## config.mk

```make
export PLATFORM = sky130hd
export DESIGN_NAME = double_ended_queue
export DESIGN_NICKNAME = d
export VERILOG_FILES = /design/src/design/deq_pkg.sv /design/src/design/double_ended_queue.sv /design/src/design/deq_ram.sv
export SDC_FILE = /design/constraint.sdc
export NUM_CORES = 2
export LEC_CHECK = 0
export ABC_AREA = 0
export CORE_MARGIN = 1.5
export CORE_UTILIZATION = 30
export CTS_CLUSTER_SIZE = 8
export DETAILED_ROUTE_END_ITERATION = 10
export DONT_BUFFER_PORTS = 1
export GPL_TIMING_DRIVEN = 0
export SYNTH_ARGS = -nofsm -noshare
export SYNTH_HDL_FRONTEND = slang
export SYNTH_SLANG_ARGS = --single-unit
```

## constraint.sdc

```tcl
create_clock -name clk -period 8.25 [get_ports clk]
set_clock_uncertainty 0.15 [all_clocks]
set_input_delay 1.65 -clock clk [delete_from_list [all_inputs] [get_ports clk]]
set_output_delay 1.65 -clock clk [all_outputs]
set_load 0.02 [all_outputs]
```

## src/design/deq_pkg.sv

```systemverilog
// ----------------------------------------------------------------------------
// deq_pkg
// Shared types and codes for the double-ended queue: request kinds, result
// status codes, field widths and the result record.
// ----------------------------------------------------------------------------
package deq_pkg;

  // field widths fixed by the interface
  localparam int KIND_W = 3;
  localparam int VAL_W  = 32;
  localparam int STAT_W = 2;
  localparam int CNT_W  = 7;

  // request kinds
  localparam logic [KIND_W-1:0] KIND_PUSH_FRONT = 3'd0;
  localparam logic [KIND_W-1:0] KIND_POP_FRONT  = 3'd1;
  localparam logic [KIND_W-1:0] KIND_PUSH_BACK  = 3'd2;
  localparam logic [KIND_W-1:0] KIND_POP_BACK   = 3'd3;
  localparam logic [KIND_W-1:0] KIND_LIST       = 3'd4;

  // result status codes
  localparam logic [STAT_W-1:0] STAT_OK    = 2'd0;
  localparam logic [STAT_W-1:0] STAT_EMPTY = 2'd1;
  localparam logic [STAT_W-1:0] STAT_FULL  = 2'd2;

  // one result record
  typedef struct packed {
    logic [STAT_W-1:0]       status;
    logic signed [VAL_W-1:0] item;
    logic [CNT_W-1:0]        count;
    logic                    last;
  } res_t;

endpackage

```

## src/design/double_ended_queue.sv

```systemverilog
// ----------------------------------------------------------------------------
// double_ended_queue
// Bounded double-ended queue of signed 32-bit values kept in a ring RAM.
// ----------------------------------------------------------------------------
// Usage:
//   Input channel (in_valid/in_ready, in_kind, in_value) carries requests:
//   push front, pop front, push back, pop back, list. Unused kind codes are
//   taken and dropped without a result.
//   Result channel (out_valid/out_ready) carries status, item, count, last.
//   Push and pop: one transfer in, one result out, the result shows up in the
//   cycle after the request is taken; a new request can be taken each cycle
//   while the two-entry result queue has room.
//   List: the ring RAM is read one entry per cycle, front to back, while the
//   result queue has room; each read lands in the result queue in the cycle
//   after it, so a list of N elements streams N results at one per cycle
//   while the receiver keeps up (an empty queue lists as one empty status).
//   No request is taken until the last read of a list has landed.
//   Reset empties the queue and the result queue; RAM contents are not
//   cleared, since only entries written by a push are ever read.
//   A stalled receiver fills the two-entry result queue; requests and list
//   reads then wait, no result is lost or repeated.
// ----------------------------------------------------------------------------
module double_ended_queue import deq_pkg::*; #(
  parameter int DEPTH = 64
) (
  input  logic                     clk,
  input  logic                     rst_n,
  input  logic                     in_valid,
  output logic                     in_ready,
  input  logic [KIND_W-1:0]        in_kind,
  input  logic signed [VAL_W-1:0]  in_value,
  output logic                     out_valid,
  input  logic                     out_ready,
  output logic [STAT_W-1:0]        out_status,
  output logic signed [VAL_W-1:0]  out_item,
  output logic [CNT_W-1:0]         out_count,
  output logic                     out_last
);

  localparam int PW = (DEPTH > 1) ? $clog2(DEPTH) : 1;
  localparam logic [PW-1:0]    LAST_POS = PW'(DEPTH - 1);
  localparam logic [CNT_W-1:0] FULL_CNT = CNT_W'(DEPTH);
  localparam logic [CNT_W:0]   DEPTH_W  = (CNT_W + 1)'(DEPTH);

  localparam logic S_IDLE = 1'b0;
  localparam logic S_LIST = 1'b1;

  logic             state_r, state_nxt;
  logic [PW-1:0]    front_r, front_nxt;
  logic [CNT_W-1:0] occ_r, occ_nxt;
  logic [CNT_W-1:0] idx_r, idx_nxt;
  logic [PW-1:0]    rpos_r, rpos_nxt;
  logic             pend_r, pend_nxt;
  logic             pend_last_r, pend_last_nxt;

  logic             in_fire, out_pop;
  logic             is_push, is_pop, is_list, is_front;
  logic             full, empty;
  logic [PW-1:0]    front_dec, front_inc, rpos_inc, back_pos;
  logic [CNT_W:0]   back_sum;
  logic             wr_en, rd_en, issue_ok, list_end;
  logic [PW-1:0]    wr_addr;
  logic [VAL_W-1:0] rd_data;

  res_t             q_r [2];
  logic             wp_r, rp_r;
  logic [1:0]       cnt_r;
  logic [1:0]       tot;
  logic             q_push, imm_push;
  res_t             imm_res, q_in;

  assign in_fire = in_valid & in_ready;
  assign out_pop = out_valid & out_ready;

  // request decode
  assign is_push  = (in_kind == KIND_PUSH_FRONT) || (in_kind == KIND_PUSH_BACK);
  assign is_pop   = (in_kind == KIND_POP_FRONT) || (in_kind == KIND_POP_BACK);
  assign is_list  = (in_kind == KIND_LIST);
  assign is_front = (in_kind == KIND_PUSH_FRONT) || (in_kind == KIND_POP_FRONT);
  assign full     = (occ_r == FULL_CNT);
  assign empty    = (occ_r == '0);

  // ring pointer arithmetic
  assign front_dec = (front_r == '0) ? LAST_POS : front_r - PW'(1);
  assign front_inc = (front_r == LAST_POS) ? '0 : front_r + PW'(1);
  assign rpos_inc  = (rpos_r == LAST_POS) ? '0 : rpos_r + PW'(1);
  assign back_sum  = (CNT_W + 1)'(front_r) + (CNT_W + 1)'(occ_r);
  assign back_pos  = (back_sum >= DEPTH_W) ? PW'(back_sum - DEPTH_W) : PW'(back_sum);

  // ring store write on a push that fits
  assign wr_en   = in_fire && is_push && !full;
  assign wr_addr = is_front ? front_dec : back_pos;

  deq_ram #(
    .WIDTH (VAL_W),
    .DEPTH (DEPTH)
  ) u_ram (
    .clk     (clk),
    .wr_en   (wr_en),
    .wr_addr (wr_addr),
    .wr_data (in_value),
    .rd_en   (rd_en),
    .rd_addr (rpos_r),
    .rd_data (rd_data)
  );

  // room in the result queue for a list read issued now
  assign tot      = cnt_r + {1'b0, pend_r};
  assign issue_ok = (tot < 2'd2) || out_pop;
  assign list_end = (idx_r == occ_r - CNT_W'(1));

  // request and list sequencing
  always_comb begin
    state_nxt     = state_r;
    front_nxt     = front_r;
    occ_nxt       = occ_r;
    idx_nxt       = idx_r;
    rpos_nxt      = rpos_r;
    pend_nxt      = 1'b0;
    pend_last_nxt = pend_last_r;
    rd_en         = 1'b0;
    case (state_r)
      S_IDLE: begin
        if (in_fire) begin
          if (is_push && !full) begin
            occ_nxt = occ_r + CNT_W'(1);
            if (is_front) begin
              front_nxt = front_dec;
            end
          end else if (is_pop && !empty) begin
            occ_nxt = occ_r - CNT_W'(1);
            if (is_front) begin
              front_nxt = front_inc;
            end
          end else if (is_list && !empty) begin
            state_nxt = S_LIST;
            idx_nxt   = '0;
            rpos_nxt  = front_r;
          end
        end
      end
      S_LIST: begin
        if (issue_ok) begin
          rd_en         = 1'b1;
          pend_nxt      = 1'b1;
          pend_last_nxt = list_end;
          idx_nxt       = idx_r + CNT_W'(1);
          rpos_nxt      = rpos_inc;
          if (list_end) begin
            state_nxt = S_IDLE;
          end
        end
      end
      default: begin
        state_nxt = S_IDLE;
      end
    endcase
  end

  always_ff @(posedge clk) begin
    if (!rst_n) begin
      state_r     <= S_IDLE;
      front_r     <= '0;
      occ_r       <= '0;
      pend_r      <= 1'b0;
    end else begin
      state_r     <= state_nxt;
      front_r     <= front_nxt;
      occ_r       <= occ_nxt;
      pend_r      <= pend_nxt;
    end
  end

  always_ff @(posedge clk) begin
    idx_r       <= idx_nxt;
    rpos_r      <= rpos_nxt;
    pend_last_r <= pend_last_nxt;
  end

  // single result of push, pop or empty list
  assign imm_push = in_fire && (is_push || is_pop || (is_list && empty));
  always_comb begin
    imm_res.status = STAT_OK;
    if (is_push && full) begin
      imm_res.status = STAT_FULL;
    end else if (empty && !is_push) begin
      imm_res.status = STAT_EMPTY;
    end
    imm_res.item  = '0;
    imm_res.count = occ_nxt;
    imm_res.last  = 1'b1;
  end

  // result queue input: landed list read or immediate result
  assign q_push = imm_push || pend_r;
  always_comb begin
    if (pend_r) begin
      q_in.status = STAT_OK;
      q_in.item   = rd_data;
      q_in.count  = occ_r;
      q_in.last   = pend_last_r;
    end else begin
      q_in = imm_res;
    end
  end

  // two-entry result queue
  always_ff @(posedge clk) begin
    if (!rst_n) begin
      wp_r  <= 1'b0;
      rp_r  <= 1'b0;
      cnt_r <= '0;
    end else begin
      if (q_push) begin
        wp_r <= ~wp_r;
      end
      if (out_pop) begin
        rp_r <= ~rp_r;
      end
      cnt_r <= cnt_r + {1'b0, q_push} - {1'b0, out_pop};
    end
  end

  always_ff @(posedge clk) begin
    if (q_push) begin
      q_r[wp_r] <= q_in;
    end
  end

  assign in_ready   = (state_r == S_IDLE) && !pend_r && (cnt_r < 2'd2);
  assign out_valid  = (cnt_r != '0);
  assign out_status = q_r[rp_r].status;
  assign out_item   = q_r[rp_r].item;
  assign out_count  = q_r[rp_r].count;
  assign out_last   = q_r[rp_r].last;

`ifndef SYNTHESIS
  // occupancy never goes past the ring size
  a_occ_bound: assert property (@(posedge clk) disable iff (!rst_n)
    occ_r <= FULL_CNT)
    else $error("occupancy above depth");

  // result queue never overflows
  a_q_overflow: assert property (@(posedge clk) disable iff (!rst_n)
    !(q_push && (cnt_r == 2'd2) && !out_pop))
    else $error("result queue overflow");

  // a rejected push leaves occupancy and front alone
  a_full_push: assert property (@(posedge clk) disable iff (!rst_n)
    (in_fire && is_push && full) |=> ($stable(occ_r) && $stable(front_r)))
    else $error("rejected push changed state");

  // listing only runs over a non-empty queue
  a_list_nonempty: assert property (@(posedge clk) disable iff (!rst_n)
    (state_r == S_LIST) |-> (!empty && (idx_r < occ_r)))
    else $error("list walk out of range");

  // a list read always lands in the result queue next cycle
  a_read_lands: assert property (@(posedge clk) disable iff (!rst_n)
    rd_en |=> (pend_r && q_push))
    else $error("list read lost");
`endif

endmodule

```

## src/design/deq_ram.sv

```systemverilog
// ----------------------------------------------------------------------------
// deq_ram
// Generic single-clock RAM: one write port, one read port, registered read
// data.
// ----------------------------------------------------------------------------
module deq_ram #(
  parameter int WIDTH = 32,
  parameter int DEPTH = 64
) (
  input  logic                                  clk,
  input  logic                                  wr_en,
  input  logic [(DEPTH > 1 ? $clog2(DEPTH) : 1)-1:0] wr_addr,
  input  logic [WIDTH-1:0]                      wr_data,
  input  logic                                  rd_en,
  input  logic [(DEPTH > 1 ? $clog2(DEPTH) : 1)-1:0] rd_addr,
  output logic [WIDTH-1:0]                      rd_data
);

  logic [WIDTH-1:0] mem [DEPTH];

  // write port
  always_ff @(posedge clk) begin
    if (wr_en) begin
      mem[wr_addr] <= wr_data;
    end
  end

  // registered read port
  always_ff @(posedge clk) begin
    if (rd_en) begin
      rd_data <= mem[rd_addr];
    end
  end

endmodule
```

==> results.yml <==
clock_network:
  cts_sinks: 2198
  clk_latency_ns: 0.91
  htreeDepth: 5
  cts.clk_slew.worst_paths_ns: 0.05
  cts_root_buf: "clkbuf_16"
  hold_buffers: 0
  post_cts_resize_count: 0
  cts_inserted_buffers: 325
  cts_buffer_depth: 4
  post_cts_buffers: 0
  cts_tree: "yes"
detailed_routing:
  post_drt_wl_per_cell_um: 29.4
  drt-initial-drc-count: 5988
  wirelength_um: 243000
  drc_errors: 0
  via_per_inst: 5.32
  vias: 44052
  drtPass1Iterations: 9
  ant_nets: 0
floorplanning:
  die_w_um: 536
  fp.coreArea_um2: 283000
  ioPinCount: 83
  start_util_pct: 30.2
  rows: 195
  die_h_um: 536
  dieArea_um2: 288000
sta:
  finalCritPeriodShare_pct: 70.1
  finalHoldViolations: 0
  relSlewSlack_pct: 6.10
  slew_violations: 0
  rsz0062_at_grt: "false"
  setup_slack_ns: 2.47
  worst_slew_pin_slew_ns: 1.41
  whs_ns: 0.387
  setup-violations-final: 0
  timing.fmax_ghz: 0.173
  fin_crit_ns: 5.78
  fin_setup_tns_ns: 0
setup_path:
  cp-start-kind: "input pin"
  critPathRequiredTime_ns: 8.70
  cp-end-kind: "flip-flop"
  worst_ep_arrival_time_ns: 6.23
  worstSetupPathType: "input pin to flip-flop"
  path_max_fanout: 10
yosys:
  syn_nets: 3977
  ys_warn_count: 0
  syn_area_per_cell_um2: 21.8
  synth_edf_count: 2178
  ys_top_cells_by_area: "edfxtp_1, mux4_2, mux2i_1"
  ys_ff_latch: 2198
  ys.flop_type: "edfxtp_1"
  synth_area_um2: 85300
  synth_top_area_cell: "edfxtp_1"
  synth.distinct_cells: 72
  synthArstFlopShare_pct: 0
  syn_inst: 3922
  synth-seq-area-share_pct: 77.1
  yosysTopAreaCellShare_pct: 76.6
place:
  place_ws_ns: 1.86
  dpl.cell_count: 7912
  place_congestion: 0.910
  io_buffers: 0
  dp_hpwl_um: 164000
  placed_area_um2: 93300
layout:
  fin_nets: 4551
  final_util_pct: 36.1
  fin_area_um2: 102000
  stdcell_count: 8276
  drive_above_1_share_pct: 28.5
  layout_common_cells: "edfxtp_1, mux4_2, clkbuf_16"
  area_growth_pct: 19.4
  layout_commonest_cell: "edfxtp_1"
grt:
  grt_use_total_pct: 16.7
  grt_antenna_before_repair: 13
  first_global_vias: 44198
  grt_pass1_wl_um: 338000
  grt-ovfl-total: 0
  grt_start_max_net_pins: 65
worst_hold_path:
  hold_class: "flip-flop to flip-flop"
power:
  peakVddDrop_uv: 237
  power_mw: 25.5
  leakage_nw: 32.0
  p_per_area_nw_per_um2: 250
run_status:
  status: "complete, no violations"
run:
  cap_violations: 0
## worst paths after layout
| path | start | endpoint | slack, ns | cells past startpoint |
|---|---|---|---|---|
| max | in_kind[2] | u_ram.mem[10][13]$_DFFE_PP_ | 2.47 | 10 |
| min | rp_r$_SDFFE_PN0P_ | rp_r$_SDFFE_PN0P_ | 0.39 | 2 |
| max reg2reg | front_r[0]$_SDFFE_PN0P_ | u_ram.mem[10][13]$_DFFE_PP_ | 2.77 | 10 |
| min reg2reg | rp_r$_SDFFE_PN0P_ | rp_r$_SDFFE_PN0P_ | 0.39 | 2 |
## cells in the mapped netlist, types with 3 or more instances
master / instances
a2111oi_0: 11
a211oi_1: 37
a21o_1: 34
a21oi_1: 53
a22oi_1: 65
a31oi_1: 5
a32o_1: 28
a32oi_1: 3
and2_1: 66
buf_1: 31
buf_2: 60
buf_4: 26
buf_6: 3
clkbuf_1: 116
dfxtp_1: 20
edfxtp_1: 2178
ha_1: 15
inv_1: 12
mux2_2: 42
mux2i_1: 179
mux4_2: 483
nand2_1: 23
nand2b_1: 9
nand3_1: 24
nand3b_1: 3
nand4_1: 8
nor2_1: 53
nor2b_1: 23
nor3_1: 11
nor3b_1: 4
nor4_1: 36
o211ai_1: 4
o21ai_0: 63
o21ai_1: 8
o221a_2: 3
o221ai_1: 60
o22ai_1: 37
o31a_1: 3
o31ai_1: 4
or2_2: 6
or3_1: 3
xnor2_1: 20
xor2_1: 11
## layout make-up
type | count | area [um^2]
clock inverters | 6 | 76.3
repair buffers | 247 | 2680
inverters | 12 | 45.0
diodes | 6 | 15.0
fillers | 25744 | 181000
plain buffers | 236 | 1080
multi-input cells | 1476 | 19100
well taps | 3743 | 4680
clock buffers | 352 | 8480
flip-flops and latches | 2198 | 65800
## critical path: stages
cell      delay, ns
clkbuf_1       0.36
nor2_1         0.24
clkbuf_1       0.28
a21oi_1        0.80
nand3_1        0.89
nor4_2         1.06
buf_4          0.33
buf_4          0.19
buf_4          0.20
buf_4          0.19
## per-layer routing
layer	GRT usage [%]	up-vias	wire length (um)
li1	-	17698	-
met1	22.3	23399	95000
met2	25.4	2465	110000
met3	4.67	488	27700
met4	6.95	2	10900
met5	0	-	16
## logic make-up after synthesis
group,share of synthesized area [%]
AOI/OAI and AO/OA,3.74
buffers and inverters,1.32
xor gates and xnor gates,0.318
DFF,77.1
muxes,15.4
adders and majority gates,0.243
and+or+nand+nor,1.87
## sequential cells by signal, summed over array words and instances, names as in the netlist, named ones only
signal	flops
rpos_r	6
front_r	6
state_r	1
occ_r	7
idx_r	7
cnt_r	2
u_ram.rd_data	32
u_ram.mem	2048
pend_r	1
rp_r	1
wp_r	1
q_r	84
pend_last_r	1
## report_power, final
group          switching, mW  internal [mW]  total (mW)  leakage [nW]
Combinational           1.00          0.503        1.50          8.03
Sequential            0.0416           12.4        12.5          19.8
Clock                   4.38           7.14        11.5          4.20
Total                   5.42           20.1        25.5          32.0
Power figures use the tool's default switching activity.
